### config.mk
export PLATFORM = sky130hd
export DESIGN_NAME = lintp_div
export DESIGN_NICKNAME = d
export VERILOG_FILES = /design/src/design/table_linear_interp_extrap_top_assert.svh /design/src/design/lintp_pkg.sv /design/src/design/lintp_div.sv
export SDC_FILE = /design/constraint.sdc
export NUM_CORES = 1
export LEC_CHECK = 0
export BUFFER_PORTS_ARGS = -buffer_cell sky130_fd_sc_hd__clkbuf_2
export CAP_MARGIN = 5
export CELL_PAD_IN_SITES_DETAIL_PLACEMENT = 1
export CELL_PAD_IN_SITES_GLOBAL_PLACEMENT = 2
export CORE_UTILIZATION = 26
export DETAILED_ROUTE_END_ITERATION = 10
export PLACE_DENSITY = 0.67
export SETUP_SLACK_MARGIN = 0.15
export SKIP_CTS_REPAIR_TIMING = 1
export SLEW_MARGIN = 20
export SYNTH_ARGS = -nofsm -noshare
export SYNTH_HDL_FRONTEND = slang
export SYNTH_SLANG_ARGS = --single-unit
### constraint.sdc
create_clock -name clk -period 2.7 [get_ports clk]
set_clock_uncertainty 0.05 [all_clocks]
set_input_delay 0.27 -clock clk [delete_from_list [all_inputs] [get_ports clk]]
set_output_delay 0.27 -clock clk [all_outputs]
set_load 0.01 [all_outputs]
### src/design/table_linear_interp_extrap_top_assert.svh
// Assertion macros for the table interpolator top level.
// Needs clk and rst_n in the scope where a macro is used.
`ifndef TABLE_LINEAR_INTERP_EXTRAP_TOP_ASSERT_SVH
`define TABLE_LINEAR_INTERP_EXTRAP_TOP_ASSERT_SVH
`ifndef SYNTHESIS
`define TLIE_ASSERT(lbl, prop, msg) \
  lbl: assert property (@(posedge clk) disable iff (!rst_n) prop) else $error(msg);
`define TLIE_NEVER(lbl, expr, msg) \
  lbl: assert property (@(posedge clk) disable iff (!rst_n) !(expr)) else $error(msg);
`else
`define TLIE_ASSERT(lbl, prop, msg)
`define TLIE_NEVER(lbl, expr, msg)
`endif
`endif

### src/design/lintp_pkg.sv
// Shared types and constants of the table interpolator.
// No dependencies.
package lintp_pkg;

  localparam int CFG_W     = 7;
  localparam int ROW_W     = 6;
  localparam int NUM_W     = 32;  // dividend: |dx| << 16 plus half the divisor
  localparam int DEN_W     = 16;  // |x1 - x0|
  localparam int DIV_CNT_W = 6;
  localparam int QDEPTH    = 2;
  localparam int QPTR_W    = 1;
  localparam int QCNT_W    = 2;
  localparam int T_W       = NUM_W + 1;
  localparam int PROD_W    = T_W + 17;
  localparam int Y_W       = 36;

  localparam logic OP_WRITE = 1'b0;
  localparam logic OP_QUERY = 1'b1;

  typedef logic signed [15:0] q16_t;
  typedef q16_t [3:0] vals_t;

  typedef struct packed {
    logic             is_query;
    logic [ROW_W-1:0] row_index;
    q16_t             breakpoint_angle;
    vals_t            vals;
    q16_t             query_angle;
  } item_t;

  typedef struct packed {
    vals_t vals;
    logic  saturated;
    logic  extrapolated;
  } res_t;

  typedef struct packed {
    logic full;
  } front_stat_t;

  typedef struct packed {
    logic             start;
    logic [NUM_W-1:0] num;
    logic [DEN_W-1:0] den;
  } div_req_t;

  typedef struct packed {
    logic             done;
    logic [NUM_W-1:0] quo;
  } div_rsp_t;

  typedef enum logic [3:0] {
    B_IDLE, B_FIRST, B_LAST, B_SCAN, B_FETCH0, B_FETCH1, B_FETCH2,
    B_DIV, B_MUL, B_ACC, B_DONE
  } back_state_t;

endpackage

### src/design/lintp_div.sv
// Restoring divider, one quotient bit per cycle, for the segment fraction.
// Depends on lintp_pkg.
module lintp_div (
  input  logic                clk,
  input  logic                rst_n,
  input  lintp_pkg::div_req_t req,
  output lintp_pkg::div_rsp_t rsp
);
  import lintp_pkg::*;

  logic                 busy_r, busy_nxt;
  logic                 done_r, done_nxt;
  logic [DIV_CNT_W-1:0] cnt_r, cnt_nxt;
  logic [NUM_W-1:0]     acc_r, acc_nxt;
  logic [DEN_W-1:0]     rem_r, rem_nxt;
  logic [DEN_W-1:0]     den_r, den_nxt;
  logic [DEN_W:0]       rem_sh;
  logic [DEN_W:0]       rem_sub;
  logic                 ge;

  assign rsp.done = done_r;
  assign rsp.quo  = acc_r;

  always_comb begin
    rem_sh   = {rem_r, acc_r[NUM_W-1]};
    ge       = (rem_sh >= {1'b0, den_r});
    rem_sub  = rem_sh - {1'b0, den_r};
    busy_nxt = busy_r;
    done_nxt = 1'b0;
    cnt_nxt  = cnt_r;
    acc_nxt  = acc_r;
    rem_nxt  = rem_r;
    den_nxt  = den_r;
    if (req.start) begin
      busy_nxt = 1'b1;
      cnt_nxt  = DIV_CNT_W'(NUM_W);
      acc_nxt  = req.num;
      rem_nxt  = '0;
      den_nxt  = req.den;
    end else if (busy_r) begin
      acc_nxt = {acc_r[NUM_W-2:0], ge};
      rem_nxt = ge ? rem_sub[DEN_W-1:0] : rem_sh[DEN_W-1:0];
      cnt_nxt = cnt_r - DIV_CNT_W'(1);
      if (cnt_r == DIV_CNT_W'(1)) begin
        busy_nxt = 1'b0;
        done_nxt = 1'b1;
      end
    end
  end

  always_ff @(posedge clk) begin
    acc_r <= acc_nxt;
    rem_r <= rem_nxt;
    den_r <= den_nxt;
    cnt_r <= cnt_nxt;
  end

  always_ff @(posedge clk) begin
    if (!rst_n) begin
      busy_r <= 1'b0;
      done_r <= 1'b0;
    end else begin
      busy_r <= busy_nxt;
      done_r <= done_nxt;
    end
  end
endmodule

== After elaboration in Yosys (flattened, before gate mapping) ==
Cells that the tools add are included.
Cells by class
  $add $sub $neg: 2
  order comparisons: 1
  eq/ne operators: 1
  multiplexer cells: 7
  bitwise operators: 2
  reductions and logical operators: 2
Operators by type and width (number)
  $mux W32: 2
  $ge A17 B16 Y1: 1
  $mux W16: 1
  $sub A16 B16 Y16: 1
  $eq A6 B1 Y1 const B: 1
  $sub A6 B1 Y6 const B: 1
  $mux W1: 4
  $reduce_or A3 Y1: 1
  $not A1 Y1: 2
  $reduce_bool A2 Y1: 1
Word-level totals
  flip-flop bits (word level): 72
  output and inout bits: 33

== Logic depth before layout (Yosys ltp) ==
Gate-level depths: netlist (run 1).
  word-level depth: 4
  gate-level depth with buffers: 10

== Worst setup path before layout (run 1) ==
No wires, ideal clock.
  kind: reg2reg
  from: register den_r[8]
  to: register rem_r[9]
  library setup time: 0.122 ns
  arrival: 2.177 ns
  slack: 0.351 ns
  cell stages (with the launch flop): 9
  clock period less this slack: 2.349 ns
  cells stage by stage: edfxtp_1 -> inv_1 -> ha_1 -> buf_2 -> nand4_2 -> or4_1 -> and3_4 -> a31o_2 -> o311a_1
Between the ends
  longest elaborated chain between the ends: 2
  elaborated cells on any way between the ends: 3
RTL lines
  start: declaration: line lintp_div.sv:16  | logic [DEN_W-1:0] den_r, den_nxt;
  start signal: assignment: line lintp_div.sv:54  | den_r <= den_nxt;
  $sub A16 B16 Y16 or $ge A17 B16 Y1 (tied branches): line lintp_div.sv:27, lintp_div.sv:26
  $mux W16 *: line lintp_div.sv:42  | rem_nxt = ge ? rem_sub[DEN_W-1:0] : rem_sh[DEN_W-1:0];
  end signal: assignment: line lintp_div.sv:53  | rem_r <= rem_nxt;
  end: declaration: line lintp_div.sv:15  | logic [DEN_W-1:0] rem_r, rem_nxt;
Every way passes the cells marked *; elsewhere a longest branch is shown, timed or not.
A chain may end at the register's enable or synchronous reset.

== Worst setup path after layout (run 1) ==
  from: register rem_r[11]
  to: register rem_r[12]
Between the ends
  longest elaborated chain between the ends: 2
  elaborated cells on any way between the ends: 3
RTL lines (line)
  $sub A16 B16 Y16 or $ge A17 B16 Y1 (tied branches): lintp_div.sv:27, lintp_div.sv:26
  $mux W16 *: lintp_div.sv:42
Marks and branches as above.

==> results of run 1 <==
-- final timing paths --
| kind | depth (start not counted) | slack (ns) | to |
|---|---|---|---|
| max reg2reg | 8 | 0.25 | rem_r[12] |
| min | 1 | 0.06 | den_r[10] |
| max | 8 | 0.25 | rem_r[12] |
| min reg2reg | 2 | 0.43 | rem_r[2] |
-- critical path, delay by kind of cell, from the launching register on --
kind                       cells  cell delay, ns
AOI/OAI and AO/OA              3            0.54
adders and majority gates      1            0.38
buffers and inverters          1            0.16
DFF                            1            0.35
and+or+nand+nor                3            0.87
-- flip-flops by register name, summed over array words and instances (netlist names) --
| register | cells |
|---|---|
| acc_r | 32 |
| den_r | 16 |
| rem_r | 16 |
| cnt_r | 6 |
| busy_r | 1 |
| done_r | 1 |
-- synth_stat cells, types with 8 or more instances --
library cell	n
dfxtp_1	24
nand2_1	29
ha_1	18
edfxtp_1	48
mux2_2	31
inv_1	24
a21oi_1	22
nand3_1	11
xnor2_1	9
o211ai_1	8
nor2_1	26
o21ai_0	8
-- layer usage --
metal	global-route usage	vias up	wire (um)
met5	0	-	0
met4	0.0474	0	169
met1	0.182	1503	4780
met2	0.242	86	4940
met3	0.0595	16	731
li1	-	1495	-
-- cells by family after synthesis --
| group | share of synthesized area |
|---|---|
| adder cells (fa/ha/maj) | 0.0641 |
| XOR/XNOR | 0.0275 |
| AND/OR/NAND/NOR | 0.123 |
| AO/OA/AOI/OAI | 0.143 |
| multiplexers | 0.0964 |
| buffers and inverters | 0.0435 |
| flip-flops | 0.502 |
-- report_power, final --
part	internal [uW]	total (uW)	switching [uW]
combinational	272	591	319
clock	620	1100	483
sequential	1290	1350	62.7
-- stage by stage --
| stage | hold slack, ns | worst slack [ns] | cell area (um^2) | util | std cells |
|---|---|---|---|---|---|
| after global routing | 0.0406 | 0.145 | 4920 | 0.349 | 632 |
| after floorplan | 0.319 | 0.351 | 3830 | - | 350 |
| final | 0.0571 | 0.253 | 4920 | 0.349 | 632 |
| after CTS | 0.0413 | 0.129 | 4810 | 0.341 | 630 |
| after global placement | 0.398 | 0.165 | 4530 | 0.322 | 614 |
| after detailed placement | 0.399 | 0.151 | 4530 | 0.322 | 614 |
-- area by class of cell --
class / count / area [um^2] / area share
sequential: 72 / 1920 / 0.391
multi-input combinational: 238 / 1840 / 0.373
inverter: 24 / 90.1 / 0.0183
timing repair buffer: 102 / 574 / 0.117
clock inverter: 7 / 47.5 / 0.00966
tap: 180 / 225 / 0.0458
clock buffer: 9 / 225 / 0.0458
==> results.cfg, run 1 <==
[setup_path]
endpoint_kind = flop
max_stage_delay_ns = 0.53
crit_arrival_ns = 2.64
crit_start = rem_r[11]
worst-setup-path-type = reg -> reg
cp_max_fo = 6
worstPathCellList = ha_1, nand4_1, or4_1, and3_4, a31oi_4, buf_4, o21ai_2, a311oi_2
critPathSlowestCell = or4_1
critPathLaunchType = flop
reg2reg_from = rem_r[11]
required_ns = 2.89

[yosys]
syn_area_per_cell_um2 = 10.9
synthTopCellsByArea = edfxtp_1 38%, dfxtp_1 13%, mux2_2 9.1%
synth_cell_types = 55
async_reset_ff_frac = 0
syn_nets = 420
yosysWarnings = 0
synth_seq_area_share = 0.502
ys_seq_elements = 72
syn_inst = 350
yosys.area.top_type = edfxtp_1
synth_ff_type = edfxtp_1
syn-cell-area_um2 = 3830
synth_edf_count = 48
synth_top_area_frac = 0.376

[global_route]
first_global_vias = 3266
track_usage = 0.150
grt_start_max_net_pins = 65
antenna_found_initial = 0
grt.overflow.total = 0
grt_pass1_wl_mm = 17.0

[drt]
vias_per_cell = 4.91
first_pass_iters = 4
wl_per_cell_um = 16.8
drtIter0Drc = 155
wirelength_mm = 10.6
ant_nets = 0
vias = 3100
drc_errors = 0

[clock_network]
htree_num_levels = 3
insertion_delay_ns = 0.33
cts_root_buf = clkbuf_16
cts_buffers = 9
clock_path_buffers = 2
cts.clk_slew.worst_paths_ns = 0.06
cts.sinks = 72
cts_tree = built

[timing]
finalCritPeriodShare = 0.906
setup_viol = 0
min_period_ns = 2.45
clock.fmax_mhz = 409
tightest_slew_ns = 1.01
finalHoldViolations = 0
fin_setup_tns_ns = 0
slew_violations = 0
rsz0062_at_grt = false
relSlewSlack = 0.323

[floorplanning]
io_pins = 84
start_util = 0.272
fp-row-count = 43
core_area_um2 = 14100
die-area_um2 = 15200
fp.dieH_um = 123
die_w_um = 123

[placement]
gp_congestion = 0.861
io_buffers = 83
dpl.hpwl_mm = 7.89

[power]
leakage_uw = 0.00201
power_uw = 3050
power_density_nw_per_um2 = 619
vdd_drop_max_v = 0.000351

[finish]
final_nets = 517
layout-drive-gt1-share = 0.367
final_common_cell = clkbuf_2
n_fill_cell = 1631
diodes = 0
layout.cells.most_common_list = 83 x clkbuf_2, 48 x edfxtp_1, 31 x mux2_2, 29 x nand2_1, 26 x nor2_1
syn_to_final_growth_pct = 28.5

[min_path]
worstHoldStart = req[10]
holdCritPathClass = in -> reg

[flow_run]
maxCapViolations = 0

[status]
status = complete, no violations
No activity file was read; power rests on OpenSTA's default activity.
==> inputs of run 2 (changes only) <==
CTS_BUF_LIST = sky130_fd_sc_hd__clkbuf_8   (was not set)
PLACE_DENSITY = 0.63   (was 0.67)
==> run 2 against run 1 <==
Core utilization decreased by 0.062 points. Via count down 1.4%. Global-route usage up 0.12 points. Register-to-register slack worse by 0.04 ns. Clock-buffer cell count unchanged.
==> results.cfg, run 2 (synthesized netlist as in run 1, its figures left out) <==
[status]
status = complete, no violations

[finish]
n_fill_cell = 1632
regMostFlops = acc_r
diodes = 0
final_nets = 523
final_common_cell = clkbuf_2
reg.largest.list = acc_r: 32 flops, den_r: 16 flops, rem_r: 16 flops
final_cells = 638
syn_to_final_growth_pct = 28.3
layout-drive-gt1-share = 0.384
largest_register_ffs = 32
layout.cells.most_common_list = 83 x clkbuf_2, 48 x edfxtp_1, 31 x mux2_2, 29 x nand2_1, 26 x nor2_1

[floorplanning]
start_util = 0.272
fp.dieH_um = 123
io_pins = 84
die_w_um = 123
core_area_um2 = 14100
fp-row-count = 43
die-area_um2 = 15200

[global_route]
grt_start_max_net_pins = 38
track_usage = 0.151
antenna_found_initial = 0
grt_pass1_wl_mm = 17.2
first_global_vias = 3304
grt.overflow.total = 0

[setup_path]
endpoint_kind = flop
critPathLaunchType = flop
crit_start = rem_r[11]
reg2regPathDepth = 6
required_ns = 2.90
crit_arrival_ns = 2.69
cp_max_fo = 8
worst-setup-path-type = reg -> reg
reg2reg_to = rem_r[9]
critPathCapture = rem_r[9]
reg2reg_from = rem_r[11]
r2r_setup_slack_ns = 0.21

[drt]
wirelength_mm = 10.8
vias_per_cell = 4.79
ant_nets = 0
vias = 3056
wl_per_cell_um = 17.0
first_pass_iters = 4
drtIter0Drc = 92
drc_errors = 0

[min_path]
holdCritPathClass = in -> reg

[timing]
fin_setup_tns_ns = 0
finalHoldViolations = 0
setup_viol = 0
tightest_slew_ns = 0.879
min_period_ns = 2.49
clock.fmax_mhz = 402
rsz0062_at_grt = false
slew_violations = 0
finalCritPeriodShare = 0.922
relSlewSlack = 0.412

[clock_network]
cts_tree = built
cts_root_buf = clkbuf_8
cts_buffers = 9
clock_path_buffers = 2
cts.sinks = 72
cts.clk_slew.worst_paths_ns = 0.09
htree_num_levels = 3
insertion_delay_ns = 0.37

[placement]
dpl.hpwl_mm = 8.14
gp_congestion = 0.806
io_buffers = 83
dp.cells = 615

[flow_run]
maxCapViolations = 0

[power]
power_density_nw_per_um2 = 572
vdd_drop_max_v = 0.000305
leakage_uw = 0.00200
==> run 2: layout make-up <==
class	instances	area [um^2]	share of cell area
Multi-Input combinational cell	238	1850	0.377
Sequential cell	72	1920	0.391
Clock inverter	7	63.8	0.0130
Clock buffer	9	124	0.0252
Inverter	24	90.1	0.0183
Tap cell	180	225	0.0459
Timing Repair Buffer	108	634	0.129
==> run 2: power by group <==
group / internal (uW) / switching [uW] / total, uW
logic: 283 / 326 / 609
clock network: 353 / 499 / 852
registers: 1290 / 59.8 / 1350
==> run 2: routing by layer <==
| layer | vias up | GRT usage | part of all wire |
|---|---|---|---|
| li1 | 1497 | - | - |
| met1 | 1463 | 0.184 | 0.45 |
| met2 | 85 | 0.244 | 0.47 |
| met3 | 11 | 0.0577 | 0.064 |
| met4 | 0 | 0.0497 | 0.013 |
| met5 | - | 0 | 0 |
==> run 2: worst min path at each step <==
stage                  from   endpoint  slack (ns)  depth (start not counted)
finish               req[5]   den_r[5]        0.02                          1
CTS                  req[8]   den_r[8]      0.0009                          1
detailed placement   req[2]   den_r[2]        0.40                          1
global placement    req[14]  den_r[14]        0.40                          1
floorplan            req[0]   den_r[0]        0.32                          0
global route         req[6]   den_r[6]      -0.003                          1
==> run 2: critical path, cell delays in order (launching register included) <==
cell	delay, ns
dfxtp_1	0.35
ha_2	0.38
nand4_1	0.16
or4_4	0.55
and3_4	0.20
a31o_2	0.33
o311a_1	0.36
==> run 2: metrics by stage <==
| stage | total power [uW] | cell area (um^2) | setup slack (ns) | hold WS (ns) | utilization |
|---|---|---|---|---|---|
| after global routing | 2960 | 4910 | 0.105 | -0.00271 | 0.348 |
| after detailed placement | 1950 | 4540 | 0.0594 | 0.399 | 0.322 |
| after CTS | 2810 | 4730 | 0.0533 | 0.000907 | 0.335 |
| final | 2810 | 4910 | 0.210 | 0.0244 | 0.348 |
| after floorplan | 1710 | 3830 | 0.351 | 0.319 | - |
| after global placement | 1940 | 4540 | 0.180 | 0.397 | 0.322 |
