[src/design/table_linear_interp_extrap_top_assert.svh]
// Assertion macros for the table interpolator top level.
// Needs clk and rst_n in the scope where a macro is used.
`ifndef TABLE_LINEAR_INTERP_EXTRAP_TOP_ASSERT_SVH
`define TABLE_LINEAR_INTERP_EXTRAP_TOP_ASSERT_SVH
`ifndef SYNTHESIS
`define TLIE_ASSERT(lbl, prop, msg) \
  lbl: assert property (@(posedge clk) disable iff (!rst_n) prop) else $error(msg);
`define TLIE_NEVER(lbl, expr, msg) \
  lbl: assert property (@(posedge clk) disable iff (!rst_n) !(expr)) else $error(msg);
`else
`define TLIE_ASSERT(lbl, prop, msg)
`define TLIE_NEVER(lbl, expr, msg)
`endif
`endif

[src/design/lintp_pkg.sv]
// Shared types and constants of the table interpolator.
// No dependencies.
package lintp_pkg;

  localparam int CFG_W     = 7;
  localparam int ROW_W     = 6;
  localparam int NUM_W     = 32;  // dividend: |dx| << 16 plus half the divisor
  localparam int DEN_W     = 16;  // |x1 - x0|
  localparam int DIV_CNT_W = 6;
  localparam int QDEPTH    = 2;
  localparam int QPTR_W    = 1;
  localparam int QCNT_W    = 2;
  localparam int T_W       = NUM_W + 1;
  localparam int PROD_W    = T_W + 17;
  localparam int Y_W       = 36;

  localparam logic OP_WRITE = 1'b0;
  localparam logic OP_QUERY = 1'b1;

  typedef logic signed [15:0] q16_t;
  typedef q16_t [3:0] vals_t;

  typedef struct packed {
    logic             is_query;
    logic [ROW_W-1:0] row_index;
    q16_t             breakpoint_angle;
    vals_t            vals;
    q16_t             query_angle;
  } item_t;

  typedef struct packed {
    vals_t vals;
    logic  saturated;
    logic  extrapolated;
  } res_t;

  typedef struct packed {
    logic full;
  } front_stat_t;

  typedef struct packed {
    logic             start;
    logic [NUM_W-1:0] num;
    logic [DEN_W-1:0] den;
  } div_req_t;

  typedef struct packed {
    logic             done;
    logic [NUM_W-1:0] quo;
  } div_rsp_t;

  typedef enum logic [3:0] {
    B_IDLE, B_FIRST, B_LAST, B_SCAN, B_FETCH0, B_FETCH1, B_FETCH2,
    B_DIV, B_MUL, B_ACC, B_DONE
  } back_state_t;

endpackage

[src/design/lintp_if.sv]
// Valid/ready channel interfaces for input items and results.
// No dependencies.
interface lintp_in_if;
  logic              valid;
  logic              ready;
  logic              op;
  logic [5:0]        row_index;
  logic signed [15:0] breakpoint_angle;
  logic signed [15:0] main_lift_value;
  logic signed [15:0] main_drag_value;
  logic signed [15:0] back_lift_value;
  logic signed [15:0] back_drag_value;
  logic signed [15:0] query_angle;
  modport source (output valid, op, row_index, breakpoint_angle, main_lift_value,
                  main_drag_value, back_lift_value, back_drag_value, query_angle,
                  input ready);
  modport sink (input valid, op, row_index, breakpoint_angle, main_lift_value,
                main_drag_value, back_lift_value, back_drag_value, query_angle,
                output ready);
endinterface


[src/design/lintp_front.sv]
// Front end: accepts input transactions, tags writes and queries, and
// queues them for the back end. Depends on lintp_pkg and lintp_if.
module lintp_front (
  input  logic                 clk,
  input  logic                 rst_n,
  lintp_in_if.sink             in_ch,
  input  logic                 q_pop,
  output logic                 q_valid,
  output lintp_pkg::item_t     q_item,
  output lintp_pkg::front_stat_t stat
);
  import lintp_pkg::*;

  item_t             q_mem [QDEPTH];
  logic [QPTR_W-1:0] wp_r, wp_nxt, rp_r, rp_nxt;
  logic [QCNT_W-1:0] cnt_r, cnt_nxt;
  logic              push;
  item_t             new_item;

  assign in_ch.ready = (cnt_r != QCNT_W'(QDEPTH));
  assign push        = in_ch.valid && in_ch.ready;
  assign q_valid     = (cnt_r != '0);
  assign q_item      = q_mem[rp_r];
  assign stat.full   = (cnt_r == QCNT_W'(QDEPTH));

  always_comb begin
    new_item.is_query         = (in_ch.op == OP_QUERY);
    new_item.row_index        = in_ch.row_index;
    new_item.breakpoint_angle = in_ch.breakpoint_angle;
    new_item.vals[0]          = in_ch.main_lift_value;
    new_item.vals[1]          = in_ch.main_drag_value;
    new_item.vals[2]          = in_ch.back_lift_value;
    new_item.vals[3]          = in_ch.back_drag_value;
    new_item.query_angle      = in_ch.query_angle;
  end

  always_comb begin
    wp_nxt  = push ? wp_r + QPTR_W'(1) : wp_r;
    rp_nxt  = q_pop ? rp_r + QPTR_W'(1) : rp_r;
    cnt_nxt = cnt_r + QCNT_W'(push) - QCNT_W'(q_pop);
  end

  always_ff @(posedge clk) begin
    if (push) begin
      q_mem[wp_r] <= new_item;
    end
  end

  always_ff @(posedge clk) begin
    if (!rst_n) begin
      wp_r  <= '0;
      rp_r  <= '0;
      cnt_r <= '0;
    end else begin
      wp_r  <= wp_nxt;
      rp_r  <= rp_nxt;
      cnt_r <= cnt_nxt;
    end
  end
endmodule

[src/flat_wrapper.sv]
// flat-port wrapper written by rule: the top's interface ports become plain ports
module lintp_front_flat import lintp_pkg::*;
  (clk, rst_n, q_pop, q_valid, q_item, stat, in_ch_valid, in_ch_op, in_ch_row_index, in_ch_breakpoint_angle, in_ch_main_lift_value, in_ch_main_drag_value, in_ch_back_lift_value, in_ch_back_drag_value, in_ch_query_angle, in_ch_ready);
  lintp_in_if in_ch_i ();
  input  logic clk;
  input  logic rst_n;
  input  logic q_pop;
  output logic q_valid;
  output lintp_pkg::item_t q_item;
  output lintp_pkg::front_stat_t stat;
  input wire logic [$bits(in_ch_i.valid)-1:0] in_ch_valid;
  input wire logic [$bits(in_ch_i.op)-1:0] in_ch_op;
  input wire logic [$bits(in_ch_i.row_index)-1:0] in_ch_row_index;
  input wire logic [$bits(in_ch_i.breakpoint_angle)-1:0] in_ch_breakpoint_angle;
  input wire logic [$bits(in_ch_i.main_lift_value)-1:0] in_ch_main_lift_value;
  input wire logic [$bits(in_ch_i.main_drag_value)-1:0] in_ch_main_drag_value;
  input wire logic [$bits(in_ch_i.back_lift_value)-1:0] in_ch_back_lift_value;
  input wire logic [$bits(in_ch_i.back_drag_value)-1:0] in_ch_back_drag_value;
  input wire logic [$bits(in_ch_i.query_angle)-1:0] in_ch_query_angle;
  output wire logic [$bits(in_ch_i.ready)-1:0] in_ch_ready;
  assign in_ch_i.valid = in_ch_valid;
  assign in_ch_i.op = in_ch_op;
  assign in_ch_i.row_index = in_ch_row_index;
  assign in_ch_i.breakpoint_angle = in_ch_breakpoint_angle;
  assign in_ch_i.main_lift_value = in_ch_main_lift_value;
  assign in_ch_i.main_drag_value = in_ch_main_drag_value;
  assign in_ch_i.back_lift_value = in_ch_back_lift_value;
  assign in_ch_i.back_drag_value = in_ch_back_drag_value;
  assign in_ch_i.query_angle = in_ch_query_angle;
  assign in_ch_ready = in_ch_i.ready;
  lintp_front u_core (.clk(clk), .rst_n(rst_n), .in_ch(in_ch_i), .q_pop(q_pop), .q_valid(q_valid), .q_item(q_item), .stat(stat));
endmodule
[config.mk]
export PLATFORM = sky130hd
export DESIGN_NAME = lintp_front_flat
export DESIGN_NICKNAME = d
export VERILOG_FILES = /design/src/design/table_linear_interp_extrap_top_assert.svh /design/src/design/lintp_pkg.sv /design/src/design/lintp_if.sv /design/src/design/lintp_front.sv /design/src/flat_wrapper.sv
export SDC_FILE = /design/constraint.sdc
export NUM_CORES = 1
export LEC_CHECK = 0
export BUFFER_PORTS_ARGS = -buffer_cell sky130_fd_sc_hd__buf_4
export CELL_PAD_IN_SITES_DETAIL_PLACEMENT = 0
export CELL_PAD_IN_SITES_GLOBAL_PLACEMENT = 1
export CORE_MARGIN = 2
export CORE_UTILIZATION = 45
export DETAILED_ROUTE_END_ITERATION = 16
export GPL_ROUTABILITY_DRIVEN = 0
export PLACE_DENSITY_LB_ADDON = 0.3
export SYNTH_ARGS = -nofsm -noshare
export SYNTH_HDL_FRONTEND = slang
export SYNTH_SLANG_ARGS = --single-unit
[constraint.sdc]
create_clock -name clk -period 10.29 [get_ports clk]
set_input_delay 1.029 -clock clk [delete_from_list [all_inputs] [get_ports clk]]
set_output_delay 1.029 -clock clk [all_outputs]
set_load 0.01 [all_outputs]
; Word level (Yosys, flattened, before mapping)
; Memories as Yosys holds them, arrays and structs flattened. A register that Yosys moved wholly into a read port is not among the register bits.
; Cells that the tools add are included.
[totals]
wordCells = 16
ramBits = 206
register_bits = 4
mem_count = 1
output_inout_bits = 106
[classes]
n_eq_ne = 2
n_mux = 4
addsub = 4
reduce_logical = 2
[mem_list]
columns = name, depth, width, rd, rd_clocked_by_memory_dff, write_ports, line
row1 = u_core.q_mem, 2, 103, 1, 1, 1, lintp_front.sv:14  ; item_t q_mem [QDEPTH];
[op_table]
columns = cell, count
row1 = two-way mux 1 bit, 4
row2 = adder 1 bit (second input constant), 2
row3 = adder 2 x 1 -> 2 bit, 1
row4 = == test 2 bit (second input constant), 1
row5 = inequality test 2 bit (second input constant), 1
row6 = nonzero test 2 bit, 1
row7 = subtractor 2 x 1 -> 2 bit, 1
row8 = logical AND 1 bit, 1

; Depth between registers and ports, before layout
; Gate-level depths: netlist of the first run.
[logic_depth]
word_depth = 4
mapped_depth = 5

; Worst setup path after synthesis of the first run
; Ideal clock, no wire load.
[synth_path]
path_kind = in2reg
from = in in_ch_valid
to = mem u_core.q_mem[1][0] (netlist name) (enable)
n_path_buf = 0
stages = 1
setup_time_ns = 0.474
arrival_ns = 3.462
path_slack_ns = 6.354
cell_sequence = and3_1
[synth_between]
elab_chain_cells = 3
[synth_lines]
columns = item, line
row1 = from (decl), flat_wrapper.sv:11  ; input wire logic [$bits(in_ch_i.valid)-1:0] in_ch_valid;
row2 = logical AND 1 bit, lintp_front.sv:21  ; assign push = in_ch.valid && in_ch.ready;
row3 = two-way mux 1 bit, lintp_front.sv:44  ; if (push) begin
row4 = two-way mux 1 bit (implied by the code), lintp_front.sv:45  ; q_mem[wp_r] <= new_item;
row5 = to (decl), lintp_front.sv:14
; No other way between the ends.

==> results of run 1 <==
==> cells in the final DEF (no fill, tap or decap), drive strengths merged <==
| cell | count |
|---|---|
| nand2 | 2 |
| and2 | 2 |
| inv | 5 |
| edfxtp | 206 |
| xor2 | 1 |
| or3 | 1 |
| buf | 215 |
| nand2b | 1 |
| nor2b | 2 |
| ha | 1 |
| bufinv | 1 |
| mux2 | 103 |
| clkinv | 7 |
| and3 | 1 |
| o21ai | 2 |
| dfxtp | 5 |
| or2 | 1 |
| a21boi | 1 |
| clkbuf | 29 |
| nor3 | 1 |
| and3b | 1 |
| mux2i | 2 |
==> flip-flops by register name, summed over array words and instances, names as in the netlist, named ones only <==
name / cells
u_core.cnt_r: 2
u_core.q_mem: 206
u_core.wp_r: 1
u_core.rp_r: 1
==> cells by family after synthesis <==
group                      Yosys count  share of synthesized area (%)
muxes                              105                           15.3
buffers and inverters               15                           1.51
xor gates and xnor gates             1                          0.114
adders and majority gates            1                          0.163
and+or+nand+nor                     12                          0.960
AOI/OAI and AO/OA                    3                          0.228
DFF                                211                           81.7
==> cell usage after synthesis, drive strengths merged, types with 2 or more instances <==
library cell  count
dfxtp             5
o21ai             2
mux2i             2
mux2            103
inv               4
and2              2
nand2             2
buf              11
edfxtp          206
nor2b             2
==> through the flow <==
stage / hold WS, ns / power, mW / std cells
global route: 0.574 / 2.12 / 810
global placement: 0.479 / 1.32 / 772
CTS: 0.516 / 2.07 / 810
finish: 0.521 / 2.04 / 810
floorplan: 0.457 / 1.19 / 348
detailed placement: 0.505 / 1.33 / 772
==> path summary, 6_finish.rpt <==
path	end	slack, ns
setup / recovery	q_item[20]	6.64
hold / removal	u_core.wp_r	0.52
setup reg to reg	u_core.q_mem[0][102]	7.75
hold reg to reg	u_core.wp_r	0.52
==> critical path: stages, from the launching register on <==
cell and delay (ns):
dfxtp_4 0.73, buf_4 0.76, mux2_2 0.43, buf_4 0.15
==> metal layers <==
| metal | global-route usage, % | vias to the layer above | wire, microns |
|---|---|---|---|
| met2 | 23.3 | 176 | 6430 |
| met1 | 19.5 | 1883 | 5770 |
| met5 | 0 | - | 0 |
| met3 | 5.07 | 29 | 1580 |
| li1 | - | 1834 | - |
| met4 | 5.50 | 0 | 420 |
==> power by group through the flow <==
stage               registers (mW)  clock network [mW]  logic [mW]
floorplan                     1.05                   0       0.133
global placement              1.06                   0       0.264
detailed placement            1.06                   0       0.267
CTS                           1.04               0.757       0.269
global route                  1.05               0.788       0.285
finish                        1.04               0.735       0.264
==> layout make-up <==
type	count	area, sq um	area share [%]
repair buffers	215	1610	15.9
well taps	220	275	2.71
clock inverters	9	73.8	0.726
clock buffers	29	598	5.88
flip-flops and latches	211	6290	61.9
multi-input cells	122	1300	12.8
inverters	4	17.5	0.172
==> impl_metrics.env, run 1 <==
export IMPL_insertion_delay_ns=0.49
export IMPL_vias=3922
export IMPL_min_delay_start="u_core.wp_r"
export IMPL_fmax_ghz=0.274
export IMPL_clockBufferDepth=3
export IMPL_whs_path_depth=2
export IMPL_post_cts_buffers=0
export IMPL_num_rows=47
export IMPL_first_pass_iters=4
export IMPL_maxSlewHeadroom_pct=43.8
export IMPL_slew_violations=0
export IMPL_synth_top_area_share_pct=80.4
export IMPL_finalSetupTns_ns=0
export IMPL_drc=0
export IMPL_synth_area_top_cells="edfxtp_1 (80%), mux2_1 (10%), mux2_2 (4.8%)"
export IMPL_critPathArrivalTime_ns=2.62
export IMPL_synth_seq_cells=211
export IMPL_ctsResizeCount=0
export IMPL_placed_area_sq_mm=0.00949
export IMPL_via_per_inst=4.84
export IMPL_syn_avg_cell_area_sq_um=22.1
export IMPL_die_x_microns=135
export IMPL_synth_edff_count=206
export IMPL_final_hold_viol_count=0
export IMPL_nets=685
export IMPL_n_antenna_cell=0
export IMPL_cts_hold_buf=0
export IMPL_clock_skew_ns=0.00920
export IMPL_drive_above_1_share_pct=48.0
export IMPL_cts_sinks=211
export IMPL_grt_pass1_wl_microns=21000
export IMPL_utilization_pct=61.1
export IMPL_start_kind="flop"
export IMPL_drtIter0Drc=210
export IMPL_cts_tree="yes"
export IMPL_portBuffers=212
export IMPL_sw_frac_of_total_pct=22.0
export IMPL_grt_pass1_vias=4042
export IMPL_grt_max_degree=63
export IMPL_numCtsBuffers=23
export IMPL_rsz0062_at_grt="no"
export IMPL_yosysWarnings=0
export IMPL_vdd_ir_drop_max_v=0.000156
export IMPL_cts_root_buffer="clkbuf_16"
export IMPL_pwr_share_comb_pct=12.9
export IMPL_hp_class="flop to flop"
export IMPL_setup_ws_ns=6.64
export IMPL_crit_required_ns=9.26
export IMPL_ff2ff_path_depth=4
export IMPL_fin_crit_sh_pct=35.4
export IMPL_antenna_found_initial=0
export IMPL_synth_flop_cell="edfxtp_1"
export IMPL_clk_pin_slew_ns=0.06
export IMPL_finalSetupViolCount=0
export IMPL_routed_wl_microns=14200
export IMPL_yosysSeqAreaShare_pct=81.7
export IMPL_die_y_microns=135
export IMPL_yosys_cell_types_count=23
export IMPL_overflow=0
export IMPL_timing_rr_start="u_core.cnt_r[1]"
export IMPL_syn_inst=348
export IMPL_fin_crit_ns=3.65
export IMPL_synth_top_area_cell="edfxtp_1"
export IMPL_dp_hpwl_microns=9020
export IMPL_worstPathMaxFanout=62
export IMPL_tightest_slew_ns=0.843
export IMPL_post_drt_wl_per_cell_microns=17.5
export IMPL_p_per_area_mw_per_mm2=201
export IMPL_p_seq_share_pct=51.1
export IMPL_p_switching_mw=0.449
export IMPL_p_leak_nw=3.81
export IMPL_ant_nets=0
export IMPL_ios=213
export IMPL_clkPwrFrac_pct=36.0
export IMPL_status="finished, final reports clean"
export IMPL_worst_setup_path_end_kind="primary output"
export IMPL_dieArea_sq_mm=0.0182
export IMPL_syn_num_nets=456
export IMPL_synth_async_sr_flop_share_pct=0
export IMPL_final_area_sq_mm=0.0102
export IMPL_syn2layout_area_growth_pct=32.1
export IMPL_initial_core_util_pct=46.2
export IMPL_fill_cells=1229
export IMPL_grt_usage_pct=14.9
export IMPL_drv_cap=0
export IMPL_htree_num_levels=1
export IMPL_path_class="flop to primary output"
export IMPL_internal_power_mw=1.59
export IMPL_netlist_area_sq_mm=0.00769
export IMPL_pre_cts_slack_ns=7.02
export IMPL_core_area_sq_mm=0.0166
(Power assumes the default switching activity.)
==> run 2: changes to the inputs <==
--- a/config.mk
+++ b/config.mk
@@ -5,11 +5,12 @@
 export SDC_FILE = /design/constraint.sdc
 export NUM_CORES = 1
 export LEC_CHECK = 0
+export ABC_AREA = 1
 export BUFFER_PORTS_ARGS = -buffer_cell sky130_fd_sc_hd__buf_4
 export CELL_PAD_IN_SITES_DETAIL_PLACEMENT = 0
 export CELL_PAD_IN_SITES_GLOBAL_PLACEMENT = 1
 export CORE_MARGIN = 2
-export CORE_UTILIZATION = 45
+export CORE_UTILIZATION = 39
 export DETAILED_ROUTE_END_ITERATION = 16
 export GPL_ROUTABILITY_DRIVEN = 0
 export PLACE_DENSITY_LB_ADDON = 0.3
==> constraint.sdc (replaced) <==
create_clock -name clk -period 3.35 [get_ports clk]
set_input_delay 0.335 -clock clk [delete_from_list [all_inputs] [get_ports clk]]
set_output_delay 0.335 -clock clk [all_outputs]
set_load 0.01 [all_outputs]
==> run 2 against run 1 <==
  * Sequential power rose to 3.1 times the previous value
  * Largest cell class unchanged
  * First-iteration DRC count fell by 5.2%
  * Cell count rose by 12%
  * Clock skew rose by 0.00092 ns
  * Via count rose by 5.6%
  * Routed wire length rose by 5.4%
  * Critical endpoint is now q_item[92]
  * Critical path depth did not move
  * Hold slack got worse by 0.50 ns
  * Area after synthesis fell by 0.31%
  * Clock-buffer cell count fell by 1
  * Global-route usage fell by 1.1 points
==> impl_metrics.env, run 2 <==
export IMPL_fin_crit_ns=2.48
export IMPL_drv_cap=0
export IMPL_netlist_area_sq_mm=0.00767
export IMPL_multi_input_area_sq_mm=0.00128
export IMPL_ios=213
export IMPL_rsz0062_at_grt="no"
export IMPL_finalSetupViolCount=0
export IMPL_final_hold_viol_count=0
export IMPL_synth_most_common_cell="edfxtp_1"
export IMPL_reg_top3="u_core.q_mem (206), u_core.cnt_r (2)"
export IMPL_initial_core_util_pct=39.5
export IMPL_post_drt_wl_per_cell_microns=16.5
export IMPL_synth_top_area_cell="edfxtp_1"
export IMPL_critPathArrivalTime_ns=2.14
export IMPL_routed_wl_microns=15000
export IMPL_tightest_slew_ns=0.865
export IMPL_overflow=0
export IMPL_grt_usage_pct=13.8
export IMPL_n_antenna_cell=0
export IMPL_clk_pin_slew_ns=0.05
export IMPL_grt_pass1_wl_microns=22400
export IMPL_synth_area_top_cells="edfxtp_1 (81%), mux2_2 (15%), dfxtp_1 (1.3%)"
export IMPL_cts_hold_buf=39
export IMPL_htree_num_levels=1
export IMPL_synth_async_sr_flop_share_pct=0
export IMPL_largest_reg_flops=206
export IMPL_status="finished, final reports clean"
export IMPL_final_cell_mix="buf_4 (215), edfxtp_1 (206), mux2_2 (103)"
export IMPL_numCtsBuffers=24
export IMPL_vdd_ir_drop_max_v=0.000394
export IMPL_yosysWarnings=0
export IMPL_grt_max_degree=82
export IMPL_synthTopCellsByCount="edfxtp_1 (206), mux2_2 (103), nand2_1 (13)"
export IMPL_dieArea_sq_mm=0.0208
export IMPL_die_x_microns=144
export IMPL_syn_inst=355
export IMPL_post_cts_buffers=0
export IMPL_fmax_ghz=0.404
export IMPL_fill_cells=1579
export IMPL_num_rows=51
export IMPL_cts_root_buffer="clkbuf_16"
export IMPL_hp_class="primary input to flop"
export IMPL_p_per_area_mw_per_mm2=611
export IMPL_vias=4142
export IMPL_worst_setup_path_end_kind="primary output"
export IMPL_insertion_delay_ns=0.50
export IMPL_drc=0
export IMPL_cts_sinks=211
export IMPL_start_kind="flop"
export IMPL_drive_above_1_share_pct=55.4
export IMPL_maxSlewHeadroom_pct=42.4
export IMPL_grt_pass1_vias=4539
export IMPL_synth_flop_cell="edfxtp_1"
export IMPL_synth_top_area_share_pct=80.6
export IMPL_nets=734
export IMPL_regMostFlops="u_core.q_mem"
export IMPL_fin_hold_ws_ns=0.0260
export IMPL_crit_required_ns=3.01
export IMPL_yosys_cell_types_count=12
export IMPL_core_area_sq_mm=0.0194
export IMPL_path_class="flop to primary output"
export IMPL_syn_avg_cell_area_sq_um=21.6
export IMPL_dp_cells=826
export IMPL_p_leak_nw=4.04
export IMPL_final_common_cell="buf_4"
export IMPL_synth_edff_count=206
export IMPL_setup_ws_ns=0.874
export IMPL_finalSetupTns_ns=0
export IMPL_worstPathMaxFanout=74
export IMPL_drtIter0Drc=199
export IMPL_clock_skew_ns=0.0101
export IMPL_pre_cts_slack_ns=1.36
export IMPL_synth_seq_cells=211
export IMPL_fin_cells=909
export IMPL_yosysSeqAreaShare_pct=81.9
export IMPL_fin_crit_sh_pct=73.9
export IMPL_first_pass_iters=7
export IMPL_clockBufferDepth=3
export IMPL_die_y_microns=144
export IMPL_seq_area_sq_mm=0.00629
export IMPL_ant_nets=0
export IMPL_cts_tree="yes"
export IMPL_antenna_found_initial=0
export IMPL_portBuffers=212
export IMPL_utilization_pct=55.4
export IMPL_slew_violations=0
export IMPL_via_per_inst=4.56
export IMPL_ctsResizeCount=0
export IMPL_syn_num_nets=463
export IMPL_syn2layout_area_growth_pct=40.2
export IMPL_dp_hpwl_microns=9260
## run 2: power by group
part           switching [mW]  total (mW)  internal, mW
Combinational           0.390       0.825         0.435
Clock                   0.963        2.55          1.58
Sequential             0.0524        3.20          3.14
Total                    1.41        6.57          5.16
## run 2: cell type report
class / count / share of cell area (%)
sequential: 211 / 58.5
timing repair buffer: 256 / 19.0
multi-input combinational: 127 / 11.9
clock buffer: 28 / 5.92
tap: 265 / 3.08
clock inverter: 16 / 1.42
inverter: 6 / 0.209
## run 2: worst paths after layout
check                                               start                   to  slack [ns]  cells after the start
worst max-delay path                                 flop           q_item[92]        0.87                      3
worst min-delay path            in_ch_main_drag_value[13]  u_core.q_mem[0][45]        0.03                      1
worst max register to register            u_core.cnt_r[0]   u_core.q_mem[0][1]        1.40                      5
worst min register to register                u_core.rp_r                 flop        0.50                      2
## run 2: metrics by stage
step | power, mW | cell area [sq um]
final | 6.57 | 10800
after global routing | 6.84 | 10800
after global placement | 4.03 | 9570
after floorplan | 3.63 | 7680
after detailed placement | 4.05 | 9570
after CTS | 6.66 | 10800
## run 2: kinds of logic (layout without fill, tap and decap cells)
family                   count (synthesis)  count (layout)  synth area share, %
buffers and inverters                   17             306                 1.61
multiplexers                           103             103                 15.1
flip-flops                             211             211                 81.9
AND/OR/NAND/NOR                         22              22                 1.09
AO/OA/AOI/OAI                            1               1               0.0652
adder cells (fa/ha/maj)                  1               1                0.163
## run 2: critical path, cell delays in order (launching register included)
cell     delay, ns
dfxtp_4       0.61
buf_12        0.40
mux2_2        0.42
buf_4         0.15
## run 2: routing by layer
metal | share of wire (%) | vias up | GRT usage [%]
li1 | - | 1934 | -
met1 | 42 | 2027 | 17.0
met2 | 48 | 156 | 23.7
met3 | 8.6 | 25 | 4.14
met4 | 1.9 | 0 | 4.14
met5 | 0 | - | 0
